File: src/hw/rtl/cws_pkg.sv
// Shared types and constants for the congestion window sender.
// No dependencies; used by the timer cell, the divider and the top level.
`default_nettype none
package cws_pkg;
   localparam int QUEUE_DEPTH = 64;
   localparam int SEQ_BITS    = 24;
   localparam int QIDX_BITS   = $clog2(QUEUE_DEPTH);
   localparam int CNT_BITS    = $clog2(QUEUE_DEPTH + 1);
   localparam int STAMP_BITS  = 32;
   localparam int SIZE_BITS   = 16;
   localparam int SPAN_BITS   = 32;
   localparam int PROD_BITS   = 2 * SIZE_BITS;
   localparam int DIV_STEPS   = PROD_BITS;
   localparam int DCNT_BITS   = $clog2(DIV_STEPS + 1);

   localparam logic [SIZE_BITS-1:0] SEG_SIZE_RESET  = SIZE_BITS'(1000);
   localparam logic [SEQ_BITS-1:0]  LAST_BYTE_RESET = SEQ_BITS'(99999);
   localparam logic [SPAN_BITS-1:0] SPAN_RESET      = SPAN_BITS'(1000000);
   localparam logic [SEQ_BITS-1:0]  SEQ_MAX         = {SEQ_BITS{1'b1}};

   localparam logic [1:0] CSR_SEG_SIZE  = 2'd0;
   localparam logic [1:0] CSR_LAST_BYTE = 2'd1;
   localparam logic [1:0] CSR_TIMEOUT   = 2'd2;

   typedef struct packed {
      logic shift;
      logic load;
   } cell_ctl_type;
endpackage
`default_nettype wire

File: src/hw/rtl/cws_divider.sv
// Restoring divider, one quotient bit per cycle, for the window increase.
// Depends on cws_pkg.
`default_nettype none
module cws_divider (
   input  wire logic                               clock,
   input  wire logic                               reset,
   input  wire logic                               start,
   input  wire logic [cws_pkg::PROD_BITS-1:0]      dividend,
   input  wire logic [cws_pkg::SEQ_BITS-1:0]       divisor,
   output logic                                    done,
   output logic [cws_pkg::PROD_BITS-1:0]           quotient
);
   logic [cws_pkg::PROD_BITS-1:0] quo_ff, quo_in;
   logic [cws_pkg::SEQ_BITS:0]    rem_ff, rem_in;
   logic [cws_pkg::SEQ_BITS-1:0]  dvs_ff, dvs_in;
   logic [cws_pkg::DCNT_BITS-1:0] cnt_ff, cnt_in;
   logic                          busy_ff, busy_in;
   logic                          done_ff, done_in;
   logic [cws_pkg::SEQ_BITS+1:0]  trial;
   logic [cws_pkg::SEQ_BITS+1:0]  shifted;

   always_comb begin
      quo_in  = quo_ff;
      rem_in  = rem_ff;
      dvs_in  = dvs_ff;
      cnt_in  = cnt_ff;
      busy_in = busy_ff;
      done_in = 1'b0;
      shifted = {rem_ff, quo_ff[cws_pkg::PROD_BITS-1]};
      trial   = shifted - {2'b00, dvs_ff};
      if (start) begin
         quo_in  = dividend;
         rem_in  = '0;
         dvs_in  = divisor;
         cnt_in  = cws_pkg::DCNT_BITS'(cws_pkg::DIV_STEPS);
         busy_in = 1'b1;
      end else if (busy_ff) begin
         if (!trial[cws_pkg::SEQ_BITS+1]) begin
            rem_in = trial[cws_pkg::SEQ_BITS:0];
            quo_in = {quo_ff[cws_pkg::PROD_BITS-2:0], 1'b1};
         end else begin
            rem_in = shifted[cws_pkg::SEQ_BITS:0];
            quo_in = {quo_ff[cws_pkg::PROD_BITS-2:0], 1'b0};
         end
         cnt_in = cnt_ff - cws_pkg::DCNT_BITS'(1);
         if (cnt_ff == cws_pkg::DCNT_BITS'(1)) begin
            busy_in = 1'b0;
            done_in = 1'b1;
         end
      end
   end

   always_ff @(posedge clock) begin
      quo_ff <= quo_in;
      rem_ff <= rem_in;
      dvs_ff <= dvs_in;
      cnt_ff <= cnt_in;
      if (reset) begin
         busy_ff <= 1'b0;
         done_ff <= 1'b0;
      end else begin
         busy_ff <= busy_in;
         done_ff <= done_in;
      end
   end

   assign done     = done_ff;
   assign quotient = quo_ff;
endmodule
`default_nettype wire

File: config.mk
export PLATFORM = sky130hd
export DESIGN_NAME = cws_divider
export DESIGN_NICKNAME = d
export VERILOG_FILES = /design/src/hw/rtl/cws_pkg.sv /design/src/hw/rtl/cws_divider.sv
export SDC_FILE = /design/constraint.sdc
export NUM_CORES = 1
export LEC_CHECK = 0
export BUFFER_PORTS_ARGS = -buffer_cell sky130_fd_sc_hd__buf_2
export CORE_MARGIN = 2
export CORE_UTILIZATION = 50
export CTS_CLUSTER_DIAMETER = 30
export DETAILED_ROUTE_END_ITERATION = 10
export GPL_TIMING_DRIVEN = 0
export PLACE_DENSITY = 0.76
export SYNTH_ARGS = -nofsm -noshare
export SYNTH_HDL_FRONTEND = slang
export SYNTH_SLANG_ARGS = --single-unit
File: constraint.sdc
create_clock -name clock -period 2.65 [get_ports clock]
set_clock_uncertainty 0.1 [all_clocks]
set_input_delay 0.265 -clock clock [delete_from_list [all_inputs] [get_ports clock]]
set_output_delay 0.265 -clock clock [all_outputs]
set_load 0.02 [all_outputs]
==> results of run 1 <==
## area by class of cell
class,instances,area (sq um),share of cell area (%)
plain buffers,21,131,1.94
clock buffers,9,124,1.83
clock inverters,7,70.1,1.03
inverters,32,120,1.77
multi-input cells,335,2880,42.5
flip-flops and latches,89,2340,34.6
well taps,133,166,2.45
repair buffers,144,946,14.0
## worst min-delay path by stage
stage	to	slack [ns]	depth (start not counted)
after floorplan	busy_ff	0.24	1
final	quotient[0]	0.08	3
after CTS	quotient[31]	0.08	2
after global placement	busy_ff	0.34	2
after global routing	quotient[31]	0.08	2
after detailed placement	dvs_ff[17]	0.34	1
## layer usage
| layer | wire [microns] | share of wire, % | track usage, % | vias up |
|---|---|---|---|---|
| li1 | - | - | - | 2048 |
| met4 | 430 | 3.2 | 8.70 | 0 |
| met3 | 895 | 6.6 | 5.17 | 42 |
| met2 | 6710 | 50 | 41.2 | 198 |
| met1 | 5500 | 41 | 30.0 | 2120 |
| met5 | 0 | 0 | 0 | - |
## registers in the layout, indices dropped and copies added, names as in the netlist
| name | flops |
|---|---|
| busy_ff | 1 |
| cnt_ff | 6 |
| quotient | 32 |
| dvs_ff | 24 |
| rem_ff | 25 |
| done | 1 |
## worst reg2reg max path, delay by kind of cell (launching register included)
kind | cells | cell delay, ns
compound gates | 5 | 1.21
simple gates | 3 | 0.52
buf+inv | 2 | 0.23
fa+ha+maj | 2 | 0.35
flops | 1 | 0.43
## repair_timing
item                                    CTS  global route
setup buffers                            16             8
hold endpoints to repair                 26             0
endpoints found under the setup margin   26            58
hold buffers                             25             0
resized for setup                        69            64
cloned                                    3             1
pin swaps                                34            31
## synthesized netlist by cell type (all sizes together) (2+ instances only)
cell type / n / area [sq um]
nand2: 52 / 195
or3: 6 / 37.5
a211oi: 5 / 37.5
nand2b: 7 / 43.8
a21oi: 26 / 134
nor3: 10 / 50.1
nand4b: 3 / 26.3
and3: 4 / 25.0
mux2i: 3 / 30.0
clkbuf: 12 / 45.0
nand3: 9 / 45.0
a31o: 2 / 17.5
a2111oi: 5 / 50.0
o211ai: 6 / 45.0
xor2: 9 / 86.3
o21ai: 18 / 101
edfxtp: 56 / 1680
nand4: 3 / 25.0
or2: 2 / 12.5
buf: 14 / 83.8
mux2: 31 / 349
ha: 26 / 325
dfxtp: 33 / 661
inv: 32 / 120
xnor2: 13 / 121
nor3b: 3 / 22.5
nor2b: 3 / 18.8
a21o: 3 / 22.5
nor2: 47 / 176
o21a: 3 / 22.5
a311oi: 19 / 166
## per-stage QoR
stage / setup slack, ns / total power, mW / utilization (%) / hold WS [ns]
after CTS: -0.117 / 3.94 / 66.4 / 0.0824
after detailed placement: -0.498 / 2.78 / 57.4 / 0.343
after global routing: -0.407 / 4.34 / 70.0 / 0.0761
after floorplan: 0.000416 / 2.49 / - / 0.237
after global placement: -0.385 / 2.74 / 57.4 / 0.340
final: -0.289 / 4.18 / 70.0 / 0.0769
## kinds of logic (layout without fill, tap and decap cells)
kind of cell               count (synthesis)  count (layout)
and+or+nand+nor                          153             153
AOI/OAI and AO/OA                         99              99
DFF                                       89              89
buffers and inverters                     58             213
muxes                                     34              34
adders and majority gates                 27              27
xor gates and xnor gates                  22              22
## power breakdown
group / leakage, nW / internal [mW] / switching [mW] / total, mW
Combinational: 1.81 / 0.679 / 0.831 / 1.51
Clock: 0.0955 / 0.367 / 0.573 / 0.940
Sequential: 0.830 / 1.63 / 0.102 / 1.73
==> results.md, run 1 <==
- Outcome: finished with violations
- Failing checks: negative setup slack
- Synth Area in Adders: 7.00%
- Synthesis warning total: 0
- Vias/cell: 5.72
- Post-synthesis compound-gate area fraction: 14.3%
- Post-synthesis mux area share: 7.68%
- Setup TNS: -4.18 ns
- Seq/Total Area, Yosys: 47.5%
- Die W: 103 microns
- Placed instance area: 0.00556 sq mm
- Most common cell after layout, fill and taps aside: buf_2
- Layout cells sized above 1: 41.4%
- Hold Fails Final Rpt: 0
- DRC viols: 0
- Reg2Reg Setup Slack: -0.29 ns
- TritonCTS Buffers: 9
- Clk_lat worst skew: 0.37 ns
- Fin area: 0.00678 sq mm
- Beginning of the critical path: quotient[31]
- Reg2reg path depth: 12
- Post-detailed-route count of antenna-violating nets: 0
- Largest net degree at the start of global routing: 33
- Worst Setup End Kind: flop
- Initial drt markers: 237
- RSZ-0062 raised after global routing: yes
- Height of the die: 103 microns
- Worst Path Required: 2.82 ns
- Number of flops mapped to enable cells by yosys: 56
- Post-synth top flop: edfxtp_1
- Syn Area/Cell: 10.2 sq um
- Syn nets: 568
- Critical path's largest stage delay: 0.43 ns
- Reg-to-reg startpoint: quotient[31]
- Final worst slack: -0.289 ns
- Critical Path AT: 3.11 ns
- Post-layout min period: 2.94 ns
- Synth Instances: 482
- Crit path cell chain: inv_2, ha_4, fa_2, nand2b_4, a21oi_4, buf_4, o211ai_1, nand4b_1, a21o_1, a311oi_1, nor2_1, a2111oi_4
- Buf/Inv on CP: 2
- Final count of pins violating max slew: 0
- Antenna violations before repair: 0
- Worst setup SP type: flop
- Synth cell types: 57
- GR Util All Layers: 24.1%
- Layout Cells excl Fill: 770
- Delay-heaviest family, CP: compound AO/OA/AOI/OAI gates
- Worst slew pin tran: 0.765 ns
- Static leakage: 2.74 nW
- Max_slew headroom: 49.0%
- Maxcap violations: 0
- IO Port Bufs: 91
- Power per cell area: 616 mW/mm^2
- Crit-path slowest cell: edfxtp_1
- WP depth: 12
- VDD IR-drop max: 361 uV
- Die ar.: 0.0107 sq mm
- First-pass GRT wire length: 20100 microns
- Initial Util: 51.0%
- Post-Synth Simple-Gate Area: 14.3%
- Max Clk Rate: 0.340 GHz
- Root Driver: clkbuf_8
- Vias in the first global route: 4373
- Crit share post-route: 111%
- Fin nets: 718
- Crit Path Max Fanout: 3
- Final setup violation count: 25
- CTS H-tree depth: 3
- Asr flop ratio synth: 0%
- Placed cell count: 706
- Post-DP HPWL: 8150 microns
- N_diodes: 0
- WL/cell: 17.6 microns
- Commonest cells after routing, fill and taps aside: buf_2 (97), edfxtp_1 (56), nor2_1 (47), nand2_1 (38), dfxtp_1 (32)
- Rows: 36
- Clock Sinks: 89
- Layout area overhead: 37.4%
- Largest family of logic cells by synthesized area: simple AND/OR/NAND/NOR gates
- Xor and xnor area share after synthesis: 4.21%
- Synth Register Bits: 89
- Mapped cell area: 0.00494 sq mm
- Core ar.: 0.00968 sq mm
- RD Place Congestion: 0.926
- Worst setup path category: flop to flop
- TritonCTS clock tree: done
- Critical Path Sink: rem_ff[18]
- Worst-path clk slew: 0.11 ns
- Overflow after GRT: 0
- Hold/Removal Path Class: input port to flop
- Layout fillers: 666
- Vias: 4408
- IO Pins: 92
- Worst R2R End: rem_ff[18]
- Max clock buf depth: 2
- Min-Delay Startpoint: dividend[0]
- Final wirelength: 13500 microns
- DRT Pass-1 Iters: 5
(Power assumes the default switching activity.)
==> run 2, diff against run 1 <==
- CORE_UTILIZATION: 50 -> 25
- PLACE_DENSITY: 0.76 -> unset
- SETUP_SLACK_MARGIN: unset -> 0.5
==> run 2 against run 1 <==
The flow still finishes with violations (negative setup slack). Clock power rose by 29%. Worst hold slack worse by 0.069 ns. Total power increased by 4.1%. Global-route usage shrank 11 points. Critical path type unchanged. Critical endpoint is now rem_ff[14]. Largest cell class unchanged. Highest routed layer unchanged.
==> results.md, run 2 (same netlist as run 1, synthesis figures left out) <==
- Clock Sinks: 89 (unchanged)
- Critical Path AT: 2.97 ns (was 3.11 ns)
- Worst-path clk slew: 0.06 ns (was 0.11 ns)
- Overflow after GRT: 0 (unchanged)
- Root Driver: clkbuf_16 (was clkbuf_8)
- Crit-path slowest cell: edfxtp_1 (unchanged)
- Max Clk Rate: 0.355 GHz (was 0.340 GHz)
- N_diodes: 0 (unchanged)
- Tot Pwr: 4.35 mW (was 4.18 mW)
- Worst slew pin tran: 0.676 ns (was 0.765 ns)
- RSZ-0062 raised after global routing: yes (unchanged)
- Failing checks: negative setup slack (unchanged)
- Post-detailed-route count of antenna-violating nets: 0 (unchanged)
- GR Util All Layers: 12.6% (was 24.1%)
- Max reg flops: 32 (unchanged)
- Die W: 145 microns (was 103 microns)
- TritonCTS clock tree: done (unchanged)
- Antenna violations before repair: 0 (unchanged)
- Hold/Removal Path Class: input port to flop (unchanged)
- Final count of pins violating max slew: 0 (unchanged)
- Commonest cells after routing, fill and taps aside: buf_2 (96), edfxtp_1 (56), nor2_1 (47), nand2_1 (45), mux2_2 (31) (was buf_2 (97), edfxtp_1 (56), nor2_1 (47), nand2_1 (38), dfxtp_1 (32))
- Crit Path Max Fanout: 10 (was 3)
- Placed instance area: 0.00580 sq mm (was 0.00556 sq mm)
- Initial Util: 25.4% (was 51.0%)
- Largest net degree at the start of global routing: 26 (was 33)
- Maxcap violations: 0 (unchanged)
- CTS H-tree depth: 3 (unchanged)
- Height of the die: 145 microns (was 103 microns)
- Outcome: finished with violations (unchanged)
- Layout area overhead: 40.0% (was 37.4%)
- Post-DP HPWL: 8710 microns (was 8150 microns)
- Max_slew headroom: 54.9% (was 49.0%)
- Crit share post-route: 106% (was 111%)
- Vias: 4140 (was 4408)
- Layout cells sized above 1: 38.2% (was 41.4%)
- Final setup violation count: 25 (unchanged)
- DRT Pass-1 Iters: 4 (was 5)
- Worst Setup End Kind: flop (unchanged)
- Die ar.: 0.0209 sq mm (was 0.0107 sq mm)
- Fin area: 0.00691 sq mm (was 0.00678 sq mm)
- Setup TNS: -3.02 ns (was -4.18 ns)
- IO Port Bufs: 91 (unchanged)
- RD Place Congestion: 0.837 (was 0.926)
- Register area: 0.00235 sq mm (was 0.00234 sq mm)
- Reg2Reg Setup Slack: -0.17 ns (was -0.29 ns)
- Max clock buf depth: 2 (unchanged)
- Final worst slack: -0.168 ns (was -0.289 ns)
- Vias/cell: 4.57 (was 5.72)
- Final wirelength: 13100 microns (was 13500 microns)
- DRC viols: 0 (unchanged)
- Fin nets: 722 (was 718)
- Static leakage: 2.77 nW (was 2.74 nW)
- VDD IR-drop max: 367 uV (was 361 uV)
- Worst Path Required: 2.80 ns (was 2.82 ns)
- Most common cell after layout, fill and taps aside: buf_2 (unchanged)
- First-pass GRT wire length: 20500 microns (was 20100 microns)
- Initial drt markers: 215 (was 237)
- Vias in the first global route: 4048 (was 4373)
- Worst setup path category: flop to flop (unchanged)
- Hold Fails Final Rpt: 0 (unchanged)
- Setup Slack @ Placement: -0.456 ns (was -0.498 ns)
- Critical path's largest stage delay: 0.39 ns (was 0.43 ns)
- Worst setup SP type: flop (unchanged)
- Clk_lat worst skew: 0.35 ns (was 0.37 ns)
- Layout fillers: 1996 (was 666)
- Post-layout min period: 2.82 ns (was 2.94 ns)
- IO Pins: 92 (unchanged)
- WL/cell: 14.5 microns (was 17.6 microns)
- Core ar.: 0.0194 sq mm (was 0.00968 sq mm)
- Crit path cell chain: inv_2, ha_4, buf_6, a21oi_4, o21ai_2, a221oi_2, nand3_1, o21ai_4, xor2_4, buf_8, nand2_1, a311oi_2 (was inv_2, ha_4, fa_2, nand2b_4, a21oi_4, buf_4, o211ai_1, nand4b_1, a21o_1, a311oi_1, nor2_1, a2111oi_4)
- Min Hold Slack: 0.00751 ns (was 0.0769 ns)
- Rows: 51 (was 36)
- TritonCTS Buffers: 9 (unchanged)
- Multi-input logic area: 0.00272 sq mm (was 0.00288 sq mm)
- Power per cell area: 630 mW/mm^2 (was 616 mW/mm^2)
[run 2: metrics by stage]
step	std cells	utilization [%]
2_1_floorplan	482	-
3_3_place_gp	838	29.9
3_5_place_dp	838	29.9
4_1_cts	903	34.5
5_1_grt	906	35.6
6_report	906	35.6
[run 2: worst paths after layout]
kind                                   from    endpoint  cells after the start
worst max register to register   dvs_ff[16]  rem_ff[14]                     12
worst min-delay path            divisor[18]  dvs_ff[18]                      1
worst min register to register   rem_ff[11]  rem_ff[12]                      2
worst max-delay path             dvs_ff[16]  rem_ff[14]                     12
[run 2: repair_timing]
item / in CTS / in global routing
gates resized for setup: 52 / 36
gates cloned: 2 / 1
setup buffers: 25 / 2
hold endpoints to repair: 23 / 0
pin swaps: 31 / 10
endpoints found under the setup margin: 58 / 26
hold buffers: 22 / 0
[run 2: layout make-up]
class	instances	share of cell area, %
tap	265	4.80
buffer	26	2.79
clock inverter	7	0.652
clock buffer	9	3.26
sequential	89	34.0
inverter	32	1.74
multi-input combinational	336	39.4
timing repair buffer	142	13.4
[run 2: power by group]
| part | internal, mW | switching, mW |
|---|---|---|
| logic | 0.670 | 0.752 |
| clock network | 0.635 | 0.574 |
| registers | 1.63 | 0.0917 |
[run 2: worst max-delay path: cells and delay by family, from the launching register on]
| family | cells | cell delay [ns] |
|---|---|---|
| AO/OA/AOI/OAI | 5 | 1.08 |
| buffers and inverters | 3 | 0.41 |
| flip-flops | 1 | 0.39 |
| XOR/XNOR | 1 | 0.30 |
| AND/OR/NAND/NOR | 2 | 0.25 |
| adder cells (fa/ha/maj) | 1 | 0.19 |
[run 2: metal layers]
layer  wire (microns)  GRT usage (%)
met5                0              0
met2             6280           19.9
met1             6020           16.7
met3              592           2.88
met4              258           5.31
==> run 3, diff against run 2 <==
- PLACE_DENSITY: unset -> 0.48
==> run 3 against run 2 <==
The flow still finishes with violations (negative setup slack). Final cell count down 0.22%. First-iteration DRC count increased by 41%. Non-clock buffer count decreased by 2. Maximum frequency down 2.4%. Count of clock-buffer cells in the layout is the same. Wire length increased by 4.2%. Sequential cell count unchanged. Register-to-register slack got worse by 0.07 ns. Critical path depth stayed put.
==> results.md, run 3 (same netlist as run 1, synthesis figures left out) <==
- Outcome: finished with violations (unchanged)
- Failing checks: negative setup slack (unchanged)
- Vias: 4238 (was 4140)
- Worst setup SP type: flop (unchanged)
- Setup Slack @ Placement: -0.531 ns (was -0.456 ns)
- Final worst slack: -0.238 ns (was -0.168 ns)
- Largest net degree at the start of global routing: 26 (unchanged)
- Critical Path AT: 3.01 ns (was 2.97 ns)
- Core ar.: 0.0194 sq mm (unchanged)
- Clk_lat worst skew: 0.36 ns (was 0.35 ns)
- RSZ-0062 raised after global routing: yes (unchanged)
- IO Pins: 92 (unchanged)
- Max_slew headroom: 54.2% (was 54.9%)
- N_diodes: 0 (unchanged)
- First-pass GRT wire length: 22000 microns (was 20500 microns)
- Initial Util: 25.4% (unchanged)
- Rows: 51 (unchanged)
- Min Hold Slack: 0.0968 ns (was 0.00751 ns)
- Worst setup path category: flop to flop (unchanged)
- Layout area overhead: 41.7% (was 40.0%)
- Worst Path Required: 2.77 ns (was 2.80 ns)
- Crit Path Max Fanout: 5 (was 10)
- Most common cell after layout, fill and taps aside: buf_2 (unchanged)
- Die W: 145 microns (unchanged)
- Worst-path clk slew: 0.08 ns (was 0.06 ns)
- Maxcap violations: 0 (unchanged)
- Setup TNS: -4.52 ns (was -3.02 ns)
- Final count of pins violating max slew: 0 (unchanged)
- Clock Sinks: 89 (unchanged)
- Hold Fails Final Rpt: 0 (unchanged)
- WL/cell: 15.1 microns (was 14.5 microns)
- Post-DP HPWL: 8910 microns (was 8710 microns)
- Final setup violation count: 25 (unchanged)
- Vias in the first global route: 4295 (was 4048)
- Tot Pwr: 4.56 mW (was 4.35 mW)
- Commonest cells after routing, fill and taps aside: buf_2 (96), edfxtp_1 (56), nor2_1 (47), nand2_1 (36), dfxtp_1 (32) (was buf_2 (96), edfxtp_1 (56), nor2_1 (47), nand2_1 (45), mux2_2 (31))
- Antenna violations before repair: 0 (unchanged)
- Max clock buf depth: 2 (unchanged)
- Post-layout min period: 2.89 ns (was 2.82 ns)
- Post-detailed-route count of antenna-violating nets: 0 (unchanged)
- DRC viols: 0 (unchanged)
- Layout Cells excl Fill: 904 (was 906)
- RD Place Congestion: 0.801 (was 0.837)
- Crit path cell chain: ha_4, buf_6, nand4_4, or4_4, o32ai_4, o21ai_4, buf_12, xnor2_4, buf_12, buf_12, mux2i_4, a211oi_2 (was inv_2, ha_4, buf_6, a21oi_4, o21ai_2, a221oi_2, nand3_1, o21ai_4, xor2_4, buf_8, nand2_1, a311oi_2)
- VDD IR-drop max: 345 uV (was 367 uV)
- Vias/cell: 4.69 (was 4.57)
- Crit-path slowest cell: or4_4 (was edfxtp_1)
- Initial drt markers: 303 (was 215)
- TritonCTS Buffers: 9 (unchanged)
- Height of the die: 145 microns (unchanged)
- GR Util All Layers: 13.6% (was 12.6%)
- Crit share post-route: 109% (was 106%)
- Static leakage: 2.82 nW (was 2.77 nW)
- CTS H-tree depth: 3 (unchanged)
- Critical path's largest stage delay: 0.57 ns (was 0.39 ns)
- Worst Setup End Kind: flop (unchanged)
- Overflow after GRT: 0 (unchanged)
- IO Port Bufs: 91 (unchanged)
- Power per cell area: 652 mW/mm^2 (was 630 mW/mm^2)
- TritonCTS clock tree: done (unchanged)
- Final wirelength: 13700 microns (was 13100 microns)
- DRT Pass-1 Iters: 4 (unchanged)
- Die ar.: 0.0209 sq mm (unchanged)
- Root Driver: clkbuf_16 (unchanged)
- Max reg flops: 32 (unchanged)
- Layout cells sized above 1: 38.8% (was 38.2%)
- Worst slew pin tran: 0.687 ns (was 0.676 ns)
- Max Clk Rate: 0.346 GHz (was 0.355 GHz)
- Hold/Removal Path Class: input port to flop (unchanged)
- Placed cell count: 838 (unchanged)
- Buf/Inv on CP: 4 (was 3)
- Layout fillers: 1991 (was 1996)
- Crit path top cell by count: buf_12
- Fin nets: 720 (was 722)
- Delay-heaviest family, CP: simple AND/OR/NAND/NOR gates (was compound AO/OA/AOI/OAI gates)
[run 3: cell types whose count changed in the layout (fill, tap and decap cells not counted), moves of 3 or more]
cell | previous run | this run
o21ai_4 | 1 | 4
dfxtp_2 | 4 | 1
buf_8 | 3 | 0
dfxtp_1 | 29 | 32
nand2_2 | 7 | 14
dlygate4sd3_1 | 22 | 25
ha_1 | 14 | 18
nand2_1 | 45 | 36
buf_4 | 26 | 21
buf_12 | 0 | 4
o21ai_2 | 6 | 3
ha_4 | 10 | 5
[run 3: area by class of cell]
cell class                 count  area, sq um  share of cell area, %
clock inverter                 7         81.3                   1.16
multi-input combinational    336         2760                   39.4
tap                          265          332                   4.74
timing repair buffer         140          945                   13.5
clock buffer                   9          225                   3.22
inverter                      32          120                   1.72
sequential                    89         2340                   33.5
buffer                        26          190                   2.72
[run 3: worst register-to-register path, cell delays in order, from the launching register on]
cell      delay [ns]
dfxtp_1         0.38
ha_4            0.29
buf_6           0.09
nand4_4         0.10
or4_4           0.57
o32ai_4         0.19
o21ai_4         0.12
buf_12          0.15
xnor2_4         0.16
buf_12          0.15
buf_12          0.13
mux2i_4         0.23
a211oi_2        0.08
[run 3: path summary, 6_finish.rpt]
kind / from / end / slack [ns] / cells past startpoint
hold reg to reg: rem_ff[13] / rem_ff[14] / 0.40 / 2
setup / recovery: rem_ff[16] / rem_ff[6] / -0.24 / 12
hold / removal: dividend[20] / quotient[20] / 0.1 / 2
setup reg to reg: rem_ff[16] / rem_ff[6] / -0.24 / 12
[run 3: power breakdown]
| group | total (mW) | internal, mW | switching, mW |
|---|---|---|---|
| registers | 1.72 | 1.63 | 0.0943 |
| logic | 1.51 | 0.706 | 0.805 |
| clock network | 1.33 | 0.675 | 0.652 |
| total | 4.56 | 3.01 | 1.55 |
[run 3: layer usage]
layer  GRT usage [%]  wire [microns]  vias up  part of all wire (%)
met1            18.0            6280     2013                    46
met5               0               0        -                     0
met4            5.01             269        0                   2.0
li1                -               -     2062                     -
met3            3.11             785       24                   5.7
met2            21.9            6360      139                    46
[run 3: timing repair]
action / 4_1_cts / 5_1_grt
endpoints found under the setup margin: 58 / 58
buffers inserted: 9 / 12
resized for setup: 50 / 48
gates cloned: 4 / 0
hold buffers: 25 / 0
endpoints found under the hold margin: 26 / 0
pin swaps: 34 / 30
[run 3: per-stage QoR]
step                      cell area [sq um]  util, %
after CTS                              6700     34.6
after floorplan                        5020        -
after detailed placement               5800     29.9
after global routing                   7000     36.1
after global placement                 5800     29.9
final                                  7000     36.1
